### src/sv/mrirc_pkg.sv
// ----------------------------------------------------------------------------
// mrirc_pkg: shared types for the Modbus read-inputs response checker
// Item layouts, status codes, frame constants and the byte-wide CRC-16 step.
// ----------------------------------------------------------------------------
package mrirc_pkg;

  localparam logic [7:0]  FUNC_READ_INPUTS = 8'h02;
  localparam logic [9:0]  MIN_FRAME_LEN    = 10'd5;
  localparam logic [8:0]  POS_SAT          = 9'd511;
  localparam logic [15:0] CRC_INIT         = 16'hFFFF;
  localparam logic [15:0] CRC_POLY         = 16'hA001;

  // Configuration register indexes
  localparam logic REG_SLAVE_ADDRESS    = 1'b0;
  localparam logic REG_REQUESTED_INPUTS = 1'b1;

  typedef enum logic [2:0] {
    ST_OK       = 3'd0,
    ST_LENGTH   = 3'd1,
    ST_ADDRESS  = 3'd2,
    ST_FUNCTION = 3'd3,
    ST_CRC      = 3'd4,
    ST_COUNT    = 3'd5
  } status_t;

  typedef enum logic {
    KIND_DATA   = 1'b0,
    KIND_STATUS = 1'b1
  } kind_t;

  typedef struct packed {
    logic [7:0] rx_byte;
    logic       end_of_frame;
  } in_item_t;

  typedef struct packed {
    logic       kind;
    logic [7:0] data_byte;
    logic [7:0] data_index;
    logic [2:0] status;
  } out_item_t;

  // One byte through the reflected CRC-16, LSB first.
  function automatic logic [15:0] crc16_byte(input logic [15:0] crc_in,
                                              input logic [7:0]  data);
    logic [15:0] c;
    c = crc_in ^ {8'h00, data};
    for (int i = 0; i < 8; i++) begin
      if (c[0]) begin
        c = (c >> 1) ^ CRC_POLY;
      end else begin
        c = c >> 1;
      end
    end
    return c;
  endfunction

endpackage

### src/sv/mrirc_chan_if.sv
// ----------------------------------------------------------------------------
// mrirc_chan_if: valid/ready channel
// Carries one item per handshake; the payload type is set per instance.
// ----------------------------------------------------------------------------
interface mrirc_chan_if #(
  parameter type payload_t = logic
);
  logic     valid;
  logic     ready;
  payload_t payload;

  modport source (output valid, output payload, input ready);
  modport sink   (input valid, input payload, output ready);
endinterface

### src/sv/modbus_read_inputs_response_checker_unit.sv
// ----------------------------------------------------------------------------
// modbus_read_inputs_response_checker_unit: Modbus RTU read-inputs checker
// Checks a read discrete inputs response byte by byte and flags the frame.
// ----------------------------------------------------------------------------
// Usage:
//   rx carries frame bytes in order (mrirc_pkg::in_item_t); end_of_frame marks
//   the last byte. res carries results (mrirc_pkg::out_item_t): a tentative
//   data item (kind 0) for each data byte with its index, and one status item
//   (kind 1) on the final byte. Drop data items unless the status is ok.
//   wr_en / wr_index / wr_data write slave_address (index 0) and
//   requested_inputs (index 1); write them only while the block is idle.
// Throughput:
//   One byte is accepted per cycle while rx.ready is high. The byte-wide CRC
//   step and the checks sit between the rx handshake and the result register;
//   a data or final byte's result goes there, or to the skid register.
// Stall:
//   The result register is backed by a one-item skid register, so one more
//   result can be held while a result waits. rx.ready drops only while the
//   skid register is full, and rises again once res takes an item.
// Reset:
//   rst (synchronous) clears the frame state, sets the CRC to 0xFFFF, sets
//   slave_address and requested_inputs to 1 and empties both result slots.
// ----------------------------------------------------------------------------
module modbus_read_inputs_response_checker_unit #(
  parameter int MAX_FRAME_BYTES = 256
) (
  input  logic          clk,
  input  logic          rst,
  input  logic          wr_en,
  input  logic          wr_index,
  input  logic [10:0]   wr_data,
  mrirc_chan_if.sink    rx,
  mrirc_chan_if.source  res
);

  // Configuration registers
  logic [7:0]  slave_address;
  logic [10:0] requested_inputs;

  // Frame state
  logic [8:0]  byte_position;
  logic [7:0]  address_seen;
  logic [7:0]  function_seen;
  logic [7:0]  declared_byte_count;
  logic [15:0] crc_accumulator;

  // Result register and skid register
  mrirc_pkg::out_item_t out_item;
  logic                 out_valid;
  mrirc_pkg::out_item_t skid_item;
  logic                 skid_valid;

  mrirc_pkg::in_item_t  in_item;
  logic                 in_fire;
  logic                 out_fire;

  logic [15:0]          crc_next;
  logic [8:0]           byte_position_next;
  logic [9:0]           total_len;
  logic [8:0]           data_offset;
  logic                 is_data;
  logic [9:0]           expected_len;
  logic                 count_bad;
  mrirc_pkg::status_t   frame_status;
  logic                 has_result;
  mrirc_pkg::out_item_t result;

  assign in_item  = rx.payload;
  assign rx.ready = !skid_valid;
  assign in_fire  = rx.valid && rx.ready;
  assign out_fire = out_valid && res.ready;

  assign res.valid   = out_valid;
  assign res.payload = out_item;

  // Per-byte datapath
  always_comb begin
    crc_next           = mrirc_pkg::crc16_byte(crc_accumulator, in_item.rx_byte);
    byte_position_next = (byte_position < mrirc_pkg::POS_SAT) ?
                         byte_position + 9'd1 : mrirc_pkg::POS_SAT;
    total_len          = {1'b0, byte_position_next};
    data_offset        = byte_position - 9'd3;
    // Data bytes sit between the header and the CRC, bounded by the count.
    is_data            = (byte_position >= 9'd3) &&
                         (data_offset < {1'b0, declared_byte_count});
    expected_len       = 10'd5 + {2'b00, declared_byte_count};
    count_bad          = (declared_byte_count == 8'd0) ||
                         ({declared_byte_count, 3'b000} < requested_inputs);

    // A short frame never reaches the header fields, so the stored ones serve.
    if (total_len < mrirc_pkg::MIN_FRAME_LEN) begin
      frame_status = mrirc_pkg::ST_LENGTH;
    end else if (address_seen != slave_address) begin
      frame_status = mrirc_pkg::ST_ADDRESS;
    end else if (function_seen != mrirc_pkg::FUNC_READ_INPUTS) begin
      frame_status = mrirc_pkg::ST_FUNCTION;
    end else if (crc_next != 16'h0000) begin
      frame_status = mrirc_pkg::ST_CRC;
    end else if (count_bad) begin
      frame_status = mrirc_pkg::ST_COUNT;
    end else if (total_len != expected_len || total_len > 10'(MAX_FRAME_BYTES)) begin
      frame_status = mrirc_pkg::ST_LENGTH;
    end else begin
      frame_status = mrirc_pkg::ST_OK;
    end

    has_result = in_item.end_of_frame || is_data;
    if (in_item.end_of_frame) begin
      result.kind       = mrirc_pkg::KIND_STATUS;
      result.data_byte  = 8'h00;
      result.data_index = 8'h00;
      result.status     = frame_status;
    end else begin
      result.kind       = mrirc_pkg::KIND_DATA;
      result.data_byte  = in_item.rx_byte;
      result.data_index = data_offset[7:0];
      result.status     = mrirc_pkg::ST_OK;
    end
  end

  // Configuration writes
  always_ff @(posedge clk) begin
    if (rst) begin
      slave_address    <= 8'd1;
      requested_inputs <= 11'd1;
    end else if (wr_en) begin
      case (wr_index)
        mrirc_pkg::REG_SLAVE_ADDRESS:    slave_address    <= wr_data[7:0];
        mrirc_pkg::REG_REQUESTED_INPUTS: requested_inputs <= wr_data;
        default: ;
      endcase
    end
  end

  // Frame state: capture the header, advance the CRC, clear at frame end
  always_ff @(posedge clk) begin
    if (rst) begin
      byte_position       <= '0;
      address_seen        <= '0;
      function_seen       <= '0;
      declared_byte_count <= '0;
      crc_accumulator     <= mrirc_pkg::CRC_INIT;
    end else if (in_fire) begin
      if (in_item.end_of_frame) begin
        byte_position       <= '0;
        address_seen        <= '0;
        function_seen       <= '0;
        declared_byte_count <= '0;
        crc_accumulator     <= mrirc_pkg::CRC_INIT;
      end else begin
        byte_position   <= byte_position_next;
        crc_accumulator <= crc_next;
        case (byte_position)
          9'd0:    address_seen        <= in_item.rx_byte;
          9'd1:    function_seen       <= in_item.rx_byte;
          9'd2:    declared_byte_count <= in_item.rx_byte;
          default: ;
        endcase
      end
    end
  end

  // Result register with skid slot
  always_ff @(posedge clk) begin
    if (rst) begin
      out_valid  <= 1'b0;
      skid_valid <= 1'b0;
    end else if (skid_valid) begin
      // rx is held off; drain the skid slot once res takes the item
      if (out_fire) begin
        out_valid  <= 1'b1;
        skid_valid <= 1'b0;
      end
    end else if (in_fire && has_result) begin
      if (!out_valid || out_fire) begin
        out_valid <= 1'b1;
      end else begin
        skid_valid <= 1'b1;
      end
    end else if (out_fire) begin
      out_valid <= 1'b0;
    end
  end

  always_ff @(posedge clk) begin
    if (skid_valid) begin
      if (out_fire) begin
        out_item <= skid_item;
      end
    end else if (in_fire && has_result) begin
      if (!out_valid || out_fire) begin
        out_item <= result;
      end else begin
        skid_item <= result;
      end
    end
  end

  // Assertions
  a_skid_needs_out: assert property (@(posedge clk) disable iff (rst)
    skid_valid |-> out_valid)
    else $error("skid slot full while result register empty");

  a_skid_holds: assert property (@(posedge clk) disable iff (rst)
    (skid_valid && !res.ready) |=> (skid_valid && $stable(skid_item)))
    else $error("skid item lost during stall");

  a_frame_clears: assert property (@(posedge clk) disable iff (rst)
    (in_fire && in_item.end_of_frame) |=>
      (byte_position == 9'd0 && crc_accumulator == mrirc_pkg::CRC_INIT))
    else $error("frame state not cleared after final byte");

  a_status_fields: assert property (@(posedge clk) disable iff (rst)
    (out_valid && out_item.kind == mrirc_pkg::KIND_STATUS) |->
      (out_item.data_byte == 8'h00 && out_item.data_index == 8'h00))
    else $error("status item carries data fields");

  a_status_after_eof: assert property (@(posedge clk) disable iff (rst)
    (in_fire && in_item.end_of_frame && !skid_valid && (!out_valid || out_fire)) |=>
      (out_valid && out_item.kind == mrirc_pkg::KIND_STATUS))
    else $error("final byte gave no status item");

endmodule
### src/flat_wrapper.sv
// flat-port wrapper written by rule: the top's interface ports become plain ports
module modbus_read_inputs_response_checker_unit_flat 
#(
  parameter int MAX_FRAME_BYTES = 256
)
  (clk, rst, wr_en, wr_index, wr_data, rx_valid, rx_payload, rx_ready, res_valid, res_payload, res_ready);
  mrirc_chan_if rx_i ();
  mrirc_chan_if res_i ();
  input  logic clk;
  input  logic rst;
  input  logic wr_en;
  input  logic wr_index;
  input  logic [10:0] wr_data;
  input wire logic [$bits(rx_i.valid)-1:0] rx_valid;
  input wire logic [$bits(rx_i.payload)-1:0] rx_payload;
  output wire logic [$bits(rx_i.ready)-1:0] rx_ready;
  output wire logic [$bits(res_i.valid)-1:0] res_valid;
  output wire logic [$bits(res_i.payload)-1:0] res_payload;
  input wire logic [$bits(res_i.ready)-1:0] res_ready;
  assign rx_i.valid = rx_valid;
  assign rx_i.payload = rx_payload;
  assign rx_ready = rx_i.ready;
  assign res_valid = res_i.valid;
  assign res_payload = res_i.payload;
  assign res_i.ready = res_ready;
  modbus_read_inputs_response_checker_unit #(.MAX_FRAME_BYTES(MAX_FRAME_BYTES)) u_core (.clk(clk), .rst(rst), .wr_en(wr_en), .wr_index(wr_index), .wr_data(wr_data), .rx(rx_i), .res(res_i));
endmodule
### config.mk
export PLATFORM = sky130hd
export DESIGN_NAME = modbus_read_inputs_response_checker_unit_flat
export DESIGN_NICKNAME = d
export VERILOG_FILES = /design/src/sv/mrirc_pkg.sv /design/src/sv/mrirc_chan_if.sv /design/src/sv/modbus_read_inputs_response_checker_unit.sv /design/src/flat_wrapper.sv
export SDC_FILE = /design/constraint.sdc
export NUM_CORES = 1
export LEC_CHECK = 0
export BUFFER_PORTS_ARGS = -buffer_cell sky130_fd_sc_hd__buf_4
export CAP_MARGIN = 10
export CORE_ASPECT_RATIO = 0.9
export CORE_UTILIZATION = 54
export DETAILED_ROUTE_END_ITERATION = 16
export PLACE_DENSITY = 0.8
export SLEW_MARGIN = 10
export SYNTH_ARGS = -nofsm -noshare
export SYNTH_HDL_FRONTEND = slang
export SYNTH_SLANG_ARGS = --single-unit
### constraint.sdc
create_clock -name clk -period 2.56 [get_ports clk]
set_clock_uncertainty 0.05 [all_clocks]
set_input_delay 0.256 -clock clk [delete_from_list [all_inputs] [get_ports clk]]
set_output_delay 0.256 -clock clk [all_outputs]
set_load 0.02 [all_outputs]
Word-level counts from Yosys, hierarchy flattened:

Cells that the tools add are included.
Widths: inputs -> output; s select.

* bits of input ports: 18
* output and inout bits: 3
* logic and storage cells: 102
* register bits: 72

* bitwise operators: 11
* equality and inequality tests: 7
* add/subtract/negate cells: 3
* multiplexer cells: 37
* order comparisons: 6
* reduce and logical (&&, ||, !) cells: 27

Operator list (number)
* $mux 16: 9
* $mux 8: 6
* $not 2->3: 8
* $mux 1: 20
* $mux 9: 2
* $reduce_bool 16->1: 1
* $reduce_bool 2->1: 6
* $lt 11x11->1: 1
* $ne 9x10->1: 1
* $reduce_and 2->1: 5
* $add 3x8->9 const A: 1
* $add 9x1->9 const B: 1
* $eq 9x1->1 const B: 1
* $eq 9x2->1 const B: 1
* $ge 9x2->1 const B: 1
* $gt 9x9->1 const B: 1
* $logic_not 9->1: 1
* $lt 9x3->1 const B: 1
* $lt 9x8->1: 1
* $lt 9x9->1 const B: 1
* $reduce_and 3->1: 3
* $sub 9x2->9 const B: 1
* $logic_not 8->1: 1
* $ne 8x2->1 const B: 1
* other kinds (7): 16

Depth between registers and ports, before layout:

Gate-level depths: netlist (run 1).

* word-level depth: 25
* depth in mapped cells: 7
* mapped depth without buffers: 6

Worst setup path before layout (run 1):

No wires, ideal clock.

* path type: reg-to-reg
* from: reg u_core.byte_position[0]
* to: reg u_core.out_item, in the netlist u_core.res.payload, data pin
* slack: 0.692 ns
* period minus slack after synthesis: 1.868 ns
* buffers on the path: 1
* setup time: 0.261 ns
* arrival: 1.558 ns
* required time: 2.249 ns
* cell stages (with the launch flop): 8
* path through: dfxtp_1 ha_1 buf_4 and4_2 a41oi_1 o22ai_1 a211oi_2 a221o_1

* word-level cells in the longest chain between the ends: 14
* elaborated cells on any way between the ends: 17
* classes of those cells: add/sub: 1; order compare: 3; eq/ne: 1; mux: 11; reduce/logical: 1

RTL lines
* start, declared: RTL line modbus_read_inputs_response_checker_unit.sv:41 `logic [8:0] byte_position;`
* start signal, assigned: RTL line modbus_read_inputs_response_checker_unit.sv:151 `byte_position <= byte_position_next;`
* $add 9x1->9 / $lt 9x9->1 (equally long branches): RTL line modbus_read_inputs_response_checker_unit.sv:80, modbus_read_inputs_response_checker_unit.sv:79
* $mux 9 (*): RTL line modbus_read_inputs_response_checker_unit.sv:79 `byte_position_next = (byte_position < mrirc_pkg::POS_SAT) ?`
* $gt 9x9->1 / $ne 9x10->1 (equally long branches): RTL line modbus_read_inputs_response_checker_unit.sv:101 `end else if (total_len != expected_len || total_len > 10'(MAX_FRAME_BYTES)) begin`
* $logic_or 1x1->1: RTL line modbus_read_inputs_response_checker_unit.sv:101
* $mux 1: RTL line modbus_read_inputs_response_checker_unit.sv:101
* $mux 1: RTL line modbus_read_inputs_response_checker_unit.sv:99 `end else if (count_bad) begin`
* $mux 1: RTL line modbus_read_inputs_response_checker_unit.sv:97 `end else if (crc_next != 16'h0000) begin`
* $mux 1: RTL line modbus_read_inputs_response_checker_unit.sv:95 `end else if (function_seen != mrirc_pkg::FUNC_READ_INPUTS) begin`
* $mux 1: RTL line modbus_read_inputs_response_checker_unit.sv:93 `end else if (address_seen != slave_address) begin`
* $mux 1 (*): RTL line modbus_read_inputs_response_checker_unit.sv:91 `if (total_len < mrirc_pkg::MIN_FRAME_LEN) begin`
* $mux 1 (*): RTL line modbus_read_inputs_response_checker_unit.sv:108 `if (in_item.end_of_frame) begin`
* $mux 1 (*): RTL line modbus_read_inputs_response_checker_unit.sv:191 `if (!out_valid || out_fire) begin`
* $mux 1 (*): RTL line modbus_read_inputs_response_checker_unit.sv:190 `end else if (in_fire && has_result) begin`
* $mux 1 (*): RTL line modbus_read_inputs_response_checker_unit.sv:186 `if (skid_valid) begin`
* end signal, assigned: RTL line modbus_read_inputs_response_checker_unit.sv:188 `out_item <= skid_item;`
* end signal, assigned: RTL line modbus_read_inputs_response_checker_unit.sv:192 `out_item <= result;`
* end, declared: RTL line modbus_read_inputs_response_checker_unit.sv:48 `mrirc_pkg::out_item_t out_item;`

Every way passes the cells marked *; elsewhere a longest branch is shown, timed or not. The select of a mux whose other input is x is not followed.
A chain may end at the register's enable or synchronous reset.

Worst setup path after layout (run 1):

* from: reg u_core.byte_position[1]
* to: reg u_core.out_item, in the netlist u_core.res.payload, data pin

The elaborated chain is that of the path after synthesis.

==> results of run 1 <==
## flip-flops by register name, summed over array words and instances (netlist names)
signal	cells
u_core.skid_item	1
u_core.res.payload	1
u_core.res.valid	1
u_core.byte_position	9
u_core.slave_address	8
u_core.skid_valid	1
## cells in the final DEF (no fill, tap or decap), types with 2 or more instances in the layout
master    instances
nand2_1          25
a21oi_1          19
dfxtp_1          19
buf_4            17
nor2_1           15
nor3_1            6
inv_1             3
a211oi_2          3
a211oi_1          3
nor2b_1           3
a31oi_1           3
clkbuf_4          3
or4_1             2
nand3_2           2
nor4_1            2
and4_2            2
a41oi_1           2
o22ai_1           2
or3_1             2
edfxtp_1          2
## power groups by stage
stage	combinational (µW)	sequential (µW)	clock, µW
final	70.6	348	164
after global routing	78.8	349	188
after CTS	70.8	348	172
after global placement	68.3	354	0
after floorplan	41.8	355	0
after detailed placement	70.5	355	0
## layer usage
layer / wire length (µm) / vias up / GRT usage, %
li1: - / 548 / -
met5: 0 / - / 0
met3: 125 / 6 / 7.12
met4: 37 / 0 / 9.47
met2: 1160 / 26 / 37.4
met1: 1240 / 521 / 30.5
## through the flow
| stage | worst slack, ns | hold WS [ns] | util, % | power, µW | cell area, µm² |
|---|---|---|---|---|---|
| after floorplan | 0.692 | 0.330 | - | 397 | 1220 |
| after global placement | 0.510 | 0.390 | 63.8 | 423 | 1290 |
| after detailed placement | 0.393 | 0.395 | 63.8 | 426 | 1290 |
| after CTS | 0.370 | 0.107 | 65.1 | 590 | 1320 |
| after global routing | 0.277 | 0.109 | 65.1 | 616 | 1320 |
| final | 0.368 | 0.114 | 65.1 | 582 | 1320 |
## synth_stat cells (3+ instances only)
library cell	n	area share, %
clkbuf_1	6	1.8
nor3_1	6	2.5
nor2_1	15	4.6
dfxtp_1	19	31
buf_6	5	4.6
a211oi_2	3	3.1
a21oi_1	19	7.8
nand2_1	25	7.7
nor2b_1	3	1.5
a31oi_1	3	1.5
a211oi_1	3	1.8
inv_1	3	0.92
## cells by family (layout without fill, tap and decap cells)
kind of cell,Yosys count,in the layout,synth area share (%)
xor+xnor,2,2,1.43
flops,21,21,36.0
buf+inv,16,24,8.38
fa+ha+maj,1,1,1.02
simple gates,69,69,31.2
compound gates,40,40,22.1
## worst register-to-register path: cells and delay by family, from the launching register on
kind                     cells  cell delay [ns]
adder cells (fa/ha/maj)      1             0.39
AO/OA/AOI/OAI                4             0.75
AND/OR/NAND/NOR              1             0.32
flip-flops                   1             0.44
## cell type report
| class | instances | area (µm²) | share of cell area [%] |
|---|---|---|---|
| Tap cell | 25 | 31.3 | 2.37 |
| Clock buffer | 3 | 22.5 | 1.71 |
| Inverter | 3 | 11.3 | 0.853 |
| Multi-Input combinational cell | 112 | 682 | 51.7 |
| Clock inverter | 1 | 5.00 | 0.379 |
| Sequential cell | 21 | 440 | 33.4 |
| Timing Repair Buffer | 17 | 128 | 9.67 |
## path summary, 6_finish.rpt
| path | end | cells past startpoint |
|---|---|---|
| max reg2reg | u_core.res.payload$_DFFE_PP_ | 6 |
| min | u_core.slave_address[0]$_SDFFE_PP1P_ | 3 |
| min reg2reg | u_core.slave_address[7]$_SDFFE_PP0P_ | 2 |
| max | u_core.res.payload$_DFFE_PP_ | 6 |
==> impl_results.md, run 1 <==
* Cell internal pwr at 433 µW
* GP Congestion at 0.952
* Die Wd at 52.2 µm
* Flop pwr share at 59.7%
* Post-synthesis average cell area at 8.22 µm²
* Slowest cell on crit path: dfxtp_1
* Crit path capture type: flip-flop
* CP delay by family, top: compound AO/OA/AOI/OAI gates
* Net switching power figure at 149 µW
* Initial drt markers at 33
* Syn Inst Count at 149
* Clock transition at path regs at 0.12 ns
* Worst min path class: in2reg
* Ant. Diodes at 0
* Peak Freq at 456 MHz
* Skew-Pair Late Insertion Delay at 0.31 ns
* R2r startpoint: u_core.byte_position[1]$_SDFFE_PP0P_
* Cells along the critical path: ha_1 -> and4_2 -> a41oi_1 -> o22ai_1 -> a211oi_2 -> a221o_1
* Comb power frac at 12.1%
* Worst slew pin tran at 0.739 ns
* Number of global-route vias before repair at 907
* Post-synthesis cell area at 1220 µm²
* Max-slew headroom at 50.6%
* Top FF cell, synth: dfxtp_1
* Setup repair bufs after CTS at 0
* Worst vdd ir at 0.000325 V
* I/O Buffers at 17
* Post-CTS Hold Buffers at 0
* Nets at 177
* Worst Setup SP: u_core.byte_position[1]$_SDFFE_PP0P_
* Initial Util at 60.4%
* TNS Setup at 0 ns
* Global-route wire length before repair at 4110 µm
* Num CTS Buffers at 3
* Final setup fails at 0
* Hold path start: wr_data[0]
* CTS max path bufs at 2
* Status: complete, no violations
* Die area at 2460 µm²
* Bufs and invs on worst path at 0
* Placeable Area at 2030 µm²
* Global-route usage over all layers at 23.6%
* Fraction of layout cells with a size suffix above 1 at 21.7%
* Vias per cell at 6.05
* CTS resizes at 0
* Peak fanout along the critical path at 7
* Worst setup SP type: flip-flop
* DP Wirelength at 1830 µm
* Sink Count at 21
* Period minus WS final at 2.19 ns
* Post-Syn Nets at 168
* P&R area growth vs syn at 7.76%
* Root buf cell: clkbuf_4
* Sw Ratio at 25.5%
* Critical path class: reg2reg
* #FFs+latches synth at 21
* Warnings from Yosys at 0
* RSZ-0062 raised after global routing: no
* Total wire length at 2560 µm
* R2r setup slk at 0.37 ns
* Wire per inst at 14.1 µm
* CTS tree: done
* Placed cell count at 178
* Max Slew Vio Count at 0
* Async SR Flop Fraction at 0%
* Post-synth EDFFs at 2
* Clock power frac at 28.1%
* Seq/Total Area, Yosys at 36.0%
* Power per Cell Area at 441 nW/µm²
* Largest net degree at the start of global routing at 20
* Critical Path AT at 2.21 ns
* CTS H-tree lvls at 1
* Total grt overflow at 0
* Tcrit/Tclk final at 85.6%
* Fillers at 182
* Final Hold Fails at 0
* ANT nets after route at 0
* Worst path max stage delay at 0.44 ns
* Initial antenna violation count at 0
* Standard-cell rows at 15
* Remaining DRCs at 0
* Fin cells at 182
* Chip Height at 47.2 µm
* Data required, critical path at 2.58 ns
* Via count at 1101
* Post-synthesis cell type count at 43
* IO Count at 21
* 1st-pass router iterations at 4
* MaxCap Viol Count at 0
* Total leakage power at 0.000485 µW
Note: power is estimated with default switching activity, not from simulation.
==> run 2, diff against run 1 <==
Settings changed: CORE_ASPECT_RATIO 0.9 to not set.
==> run 2 against run 1 <==
Sequential share of layout area down 0.063 points. Flip-flop and latch count unchanged. Critical path depth unchanged. Setup slack gained 0.091 ns. Critical endpoint unchanged. First-iteration DRC count is 27% lower. Total power is 0.67% lower. Critical path type unchanged. Design area rose by 0.19%. Sequential power is essentially flat.
==> impl_results.md, run 2 (synthesis gave the netlist of run 1 again) <==
* Cells along the critical path: ha_1 -> and4_2 -> a41oi_1 -> o22ai_1 -> a211oi_2 -> a221o_1
* Remaining DRCs at 0 (unchanged)
* Data required, critical path at 2.58 ns (about the same)
* Die Wd at 49.6 µm (-4.9%)
* Largest net degree at the start of global routing at 20 (unchanged)
* IO Count at 21 (unchanged)
* CTS tree: done
* Peak fanout along the critical path at 7 (unchanged)
* Final Hold Fails at 0 (unchanged)
* RSZ-0062 raised after global routing: no
* Met3 usage at 5.25% (-1.9 points)
* CTS H-tree lvls at 1 (unchanged)
* Worst vdd ir at 0.000300 V (-7.9%)
* R2r setup slk at 0.46 ns (+0.09 ns)
* GP Congestion at 0.906 (-4.8%)
* Clock transition at path regs at 0.12 ns (about the same)
* Total wire length at 2570 µm (+0.31%)
* Worst slew pin tran at 0.701 ns (-0.0383 ns)
* Met1 usage at 31.2% (+0.76 points)
* Worst min path class: in2reg
* Hold path start: wr_data[0]
* Most frequent cells in the layout: 25 x nand2_1, 19 x a21oi_1, 19 x dfxtp_1, 17 x buf_4, 15 x nor2_1
* Met2 global-route usage at 39.0% (+1.5 points)
* CTS max path bufs at 2 (unchanged)
* Max Slew Vio Count at 0 (unchanged)
* Via count at 1109 (+0.73%)
* GR peak layer: met2
* Max-slew headroom at 53.2% (+2.6 points)
* Standard-cell rows at 16 (+1)
* Initial drt markers at 24 (-27%)
* Global-route usage over all layers at 23.7% (+0.068 points)
* Worst path max stage delay at 0.42 ns (-0.02 ns)
* Die area at 2460 µm² (about the same)
* Final setup fails at 0 (unchanged)
* Num CTS Buffers at 3 (unchanged)
* TNS Setup at 0 ns (unchanged)
* Final Cell Area at 1320 µm² (+0.19%)
* Total grt overflow at 0 (unchanged)
* Total leakage power at 0.000485 µW (unchanged)
* Nets at 177 (unchanged)
* Sequential cell area at 440 µm² (unchanged)
* I/O Buffers at 17 (unchanged)
* Hold_ws at 0.121 ns (+0.00639 ns)
* DP Wirelength at 1900 µm (+3.4%)
* Post-CTS Hold Buffers at 0 (unchanged)
* Vias per cell at 6.03 (-0.37%)
* Global-route wire length before repair at 4530 µm (+10%)
* Fin cells at 184 (+1.1%)
* Power per Cell Area at 437 nW/µm² (-0.85%)
* Status: complete, no violations
* ANT nets after route at 0 (unchanged)
* R2r startpoint: u_core.byte_position[1]$_SDFFE_PP0P_
* Area of the multi-input gates at 682 µm² (unchanged)
* Initial antenna violation count at 0 (unchanged)
* Top Registers: u_core.byte_position (9), u_core.slave_address (8)
* Critical Path AT at 2.12 ns (-0.09 ns)
* Critical path class: reg2reg
* Ant. Diodes at 0 (unchanged)
* P&R area growth vs syn at 7.97%
* Sw Ratio at 25.1% (-0.47 points)
* Net switching power figure at 145 µW (-2.5%)
* Chip Height at 49.6 µm (+5.2%)
* 1st-pass router iterations at 4 (unchanged)
* Fraction of layout cells with a size suffix above 1 at 21.7% (unchanged)
* Max reg flops at 9 (unchanged)
* Period minus WS final at 2.10 ns (-0.0912 ns)
* Worst Setup SP: u_core.byte_position[1]$_SDFFE_PP0P_
* Crit path capture type: flip-flop
* Slowest cell on crit path: dfxtp_1
* MaxCap Viol Count at 0 (unchanged)
* Worst setup SP type: flip-flop
* Setup repair bufs after CTS at 0 (unchanged)
* Flop pwr share at 60.1% (+0.4 points)
* Placed cell count at 180 (+1.1%)
* Number of global-route vias before repair at 1033 (+14%)
* Initial Util at 60.0% (-0.44 points)
* Comb power frac at 12.4% (+0.3 points)
* Tcrit/Tclk final at 82.1% (-3.6 points)
* Root buf cell: clkbuf_4
* Area after DPL at 1290 µm² (+0.19%)
* Setup Slack @ Placement at 0.472 ns (+0.0793 ns)
* PnR worst setup slack at 0.460 ns (+0.0912 ns)
* Clock power frac at 27.5% (-0.6 points)
* Sink Count at 21 (unchanged)
* Cell internal pwr at 433 µW (about the same)
* Register name with the most flops: u_core.byte_position
* Peak Freq at 476 MHz (+4.3%)
* Skew-Pair Late Insertion Delay at 0.30 ns (about the same)
* Wire per inst at 13.9 µm (-0.78%)
* Most common cell after layout, fill and taps aside: nand2_1
* Placeable Area at 2040 µm² (+0.74%)
* CTS resizes at 0 (unchanged)
* Fillers at 192 (+5.5%)
[run 2: power by group through the flow]
stage               logic (µW)  clock network, µW  registers, µW
floorplan                 41.8                  0            355
global placement          68.3                  0            354
detailed placement        71.4                  0            355
CTS                       71.7                162            348
global route              80.5                175            349
finish                    71.7                159            348
[run 2: layout make-up]
| type | instances | share of cell area, % |
|---|---|---|
| multi-input cells | 112 | 51.6 |
| flip-flops and latches | 21 | 33.3 |
| repair buffers | 17 | 9.65 |
| well taps | 27 | 2.55 |
| clock buffers | 3 | 1.70 |
| inverters | 3 | 0.851 |
| clock inverters | 1 | 0.378 |
[run 2: layer usage]
layer	vias up	part of all wire [%]
met5	-	0
met4	0	0
met3	0	7.2
met2	41	50
met1	516	43
li1	552	-
[run 2: per-stage QoR]
| step | total power, µW | utilization [%] |
|---|---|---|
| detailed placement | 426 | 63.4 |
| global placement | 423 | 63.4 |
| CTS | 581 | 64.8 |
| finish | 578 | 64.8 |
| floorplan | 397 | - |
| global route | 605 | 64.8 |
[run 2: worst paths after layout]
path                                          endpoint  cells after the start
setup / recovery          u_core.res.payload$_DFFE_PP_                      6
hold / removal    u_core.slave_address[0]$_SDFFE_PP1P_                      3
hold reg to reg   u_core.slave_address[1]$_SDFFE_PP0P_                      2
setup reg to reg          u_core.res.payload$_DFFE_PP_                      6
[run 2: critical path, delay by kind of cell (launching register included)]
family,cells,cell delay [ns]
adder cells (fa/ha/maj),1,0.38
AO/OA/AOI/OAI,4,0.69
flip-flops,1,0.42
AND/OR/NAND/NOR,1,0.32
==> run 3, diff against run 2 <==
Settings changed: CORE_UTILIZATION 54 to 49, PLACE_DENSITY 0.8 to 0.77.
Clock period 2.56 ns to 1.8 ns, I/O delays scaled along.
==> run 3 against run 2 <==
Global-route usage down 1.1 points. Sequential power up 41%. Count of clock-buffer cells in the layout unchanged. Die area grew 9.8%. Setup slack got worse by 0.45 ns. Critical path depth increased by 1. First-iteration DRC count up 33%. Final cell count rose by 10%. Non-clock buffer count rose by 18. Sequential share of layout area shrank 3.5 points. Via count grew 6.0%. Flip-flop and latch count unchanged. Critical endpoint unchanged. Largest cell class unchanged.
==> impl_results.md, run 3 (synthesis gave the netlist of run 1 again) <==
* Placeable Area at 2280 µm² (+11%)
* Sequential cell area at 450 µm² (+2.3%)
* Critical path class: reg2reg
* Flop pwr share at 59.0% (-1.1 points)
* PnR worst setup slack at 0.0101 ns (-0.449 ns)
* Fraction of layout cells with a size suffix above 1 at 34.9% (+13 points)
* Net switching power figure at 213 µW (+47%)
* 1st-pass router iterations at 4 (unchanged)
* Worst hold stages at 3 (unchanged)
* Worst reg2reg path depth at 7 (+1)
* IO Count at 21 (unchanged)
* Die Wd at 52 µm (+4.8%)
* Worst R2R End: u_core.res.payload$_DFFE_PP_
* Remaining DRCs at 0 (unchanged)
* Cells along the critical path: ha_4 -> and4_4 -> buf_4 -> a21oi_1 -> o22ai_1 -> a211oi_2 -> a221o_1
* Crit path capture type: flip-flop
* Cell internal pwr at 619 µW (+43%)
* Initial Util at 53.8% (-6.2 points)
* Area of the multi-input gates at 727 µm² (+6.6%)
* Clock transition at path regs at 0.12 ns (about the same)
* Slowest cell on crit path: dfxtp_2
* Sink Count at 21 (unchanged)
* Wire per inst at 14.1 µm (+0.81%)
* Root buf cell: clkbuf_4
* Skew-Pair Late Insertion Delay at 0.30 ns (about the same)
* Top Registers: u_core.byte_position (9), u_core.slave_address (8)
* CTS H-tree lvls at 1 (unchanged)
* Total grt overflow at 0 (unchanged)
* P&R area growth vs syn at 23.6%
* Total wire length at 2850 µm (+11%)
* Vias per cell at 5.79 (-3.9%)
* Register name with the most flops: u_core.byte_position
* Total leakage power at 0.000588 µW (+21%)
* Data required, critical path at 1.82 ns (-0.76 ns)
* Worst path max stage delay at 0.37 ns (-0.05 ns)
* Worst vdd ir at 0.000458 V (+53%)
* Initial drt markers at 32 (+33%)
* Power per Cell Area at 550 nW/µm² (+26%)
* Global-route usage over all layers at 22.5% (-1.1 points)
* CTS max path bufs at 2 (unchanged)
* Overall power at 832 µW (+44%)
* Fillers at 188 (-2.1%)
* Hold_ws at 0.0275 ns (-0.0932 ns)
* Hold path start: wr_data[0]
* Global-route wire length before repair at 4460 µm (-1.5%)
* Setup Slack @ Placement at -0.000431 ns (-0.473 ns)
* Worst min path class: in2reg
* Period minus WS final at 1.79 ns (-0.311 ns)
* Most frequent cells in the layout: 35 x buf_4, 24 x nand2_1, 19 x a21oi_1, 15 x nor2_1, 15 x dfxtp_1
* Worst setup SP type: flip-flop
* GP Congestion at 0.932 (+2.9%)
* Ant. Diodes at 0 (unchanged)
* Initial antenna violation count at 0 (unchanged)
* R2r setup slk at 0.01 ns (-0.45 ns)
* Final Hold Fails at 0 (unchanged)
* MaxCap Viol Count at 0 (unchanged)
* Num CTS Buffers at 3 (unchanged)
* Most common cell after layout, fill and taps aside: buf_4
* Max reg flops at 9 (unchanged)
* DP Wirelength at 2060 µm (+8.5%)
* CTS tree: done
* Tcrit/Tclk final at 99.4% (+17 points)
* Number of global-route vias before repair at 994 (-3.8%)
* Max-slew headroom at 67.6% (+14 points)
* R2r startpoint: u_core.byte_position[0]$_SDFFE_PP0P_
* RSZ-0062 raised after global routing: yes
* Fin cells at 203 (+10%)
* Peak fanout along the critical path at 5 (-2)
* Chip Height at 52 µm (+4.8%)
* Worst slew pin tran at 0.484 ns (-0.216 ns)
* Die area at 2700 µm² (+9.8%)
* Nets at 195 (+10%)
* Post-CTS Hold Buffers at 0 (unchanged)
* Hold-critical path endpoint: u_core.slave_address[0]$_SDFFE_PP1P_
* Via count at 1176 (+6.0%)
* Peak Freq at 559 MHz (+17%)
* Max Slew Vio Count at 0 (unchanged)
* Critical Path AT at 1.81 ns (-0.31 ns)
* Clock power frac at 27.7% (+0.2 points)
* Worst Setup SP: u_core.byte_position[0]$_SDFFE_PP0P_
* ANT nets after route at 0 (unchanged)
* TNS Setup at 0 ns (unchanged)
* I/O Buffers at 17 (unchanged)
* Comb power frac at 13.3% (+0.9 points)
* Sw Ratio at 25.6% (+0.48 points)
* Final setup fails at 0 (unchanged)
* Largest net degree at the start of global routing at 20 (unchanged)
* Placed cell count at 195 (+8.3%)
* Status: complete, no violations
* Standard-cell rows at 17 (+1)
[run 3: final cells by class]
cell class	count	share of cell area, %
Tap cell	28	2.31
Multi-Input combinational cell	112	48.0
Clock inverter	1	0.331
Timing Repair Buffer	35	17.4
Clock buffer	3	1.49
Inverter	3	0.744
Sequential cell	21	29.8
[run 3: per-layer routing]
metal  track usage (%)  part of all wire [%]  vias to the layer above  routed length (µm)
li1                  -                     -                      587                   -
met1              30.1                    46                      557                1330
met2              36.3                    49                       28                1400
met3              3.51                   3.5                        4                 100
met4              8.11                  0.81                        0                  23
met5                 0                     0                        -                   0
[run 3: per-stage QoR]
step	util, %	area, µm²
CTS	63.7	1450
floorplan	-	1250
detailed placement	62.4	1420
global placement	62.4	1420
finish	66.5	1510
global route	66.5	1510
[run 3: how the worst max path moves through the flow]
| stage | slack, ns | to |
|---|---|---|
| detailed placement | -0.0004 | u_core.res.payload$_DFFE_PP_ |
| global route | -0.03 | u_core.res.payload$_DFFE_PP_ |
| floorplan | 0.006 | u_core.res.payload$_DFFE_PP_ |
| global placement | 0.03 | u_core.res.payload$_DFFE_PP_ |
| finish | 0.01 | u_core.res.payload$_DFFE_PP_ |
| CTS | 0.01 | u_core.res.payload$_DFFE_PP_ |
[run 3: repair_timing]
item / CTS / global route
endpoints found under the setup margin: 1 / 2
endpoints found under the hold margin: 0 / 0
gates resized for setup: 1 / 8
setup buffers: 0 / 4
pin swaps: 1 / 8
[run 3: power by group through the flow]
stage / clock network [µW] / registers [µW] / logic [µW]
6_report: 230 / 491 / 111
5_1_grt: 263 / 493 / 123
4_1_cts: 241 / 493 / 110
3_5_place_dp: 0 / 503 / 109
3_3_place_gp: 0 / 502 / 105
2_1_floorplan: 0 / 505 / 60.5
[run 3: critical path: cells and delay by family, from the launching register on]
family,cells,cell delay (ns)
AO/OA/AOI/OAI,4,0.62
adder cells (fa/ha/maj),1,0.17
buffers and inverters,1,0.12
flip-flops,1,0.37
AND/OR/NAND/NOR,1,0.23
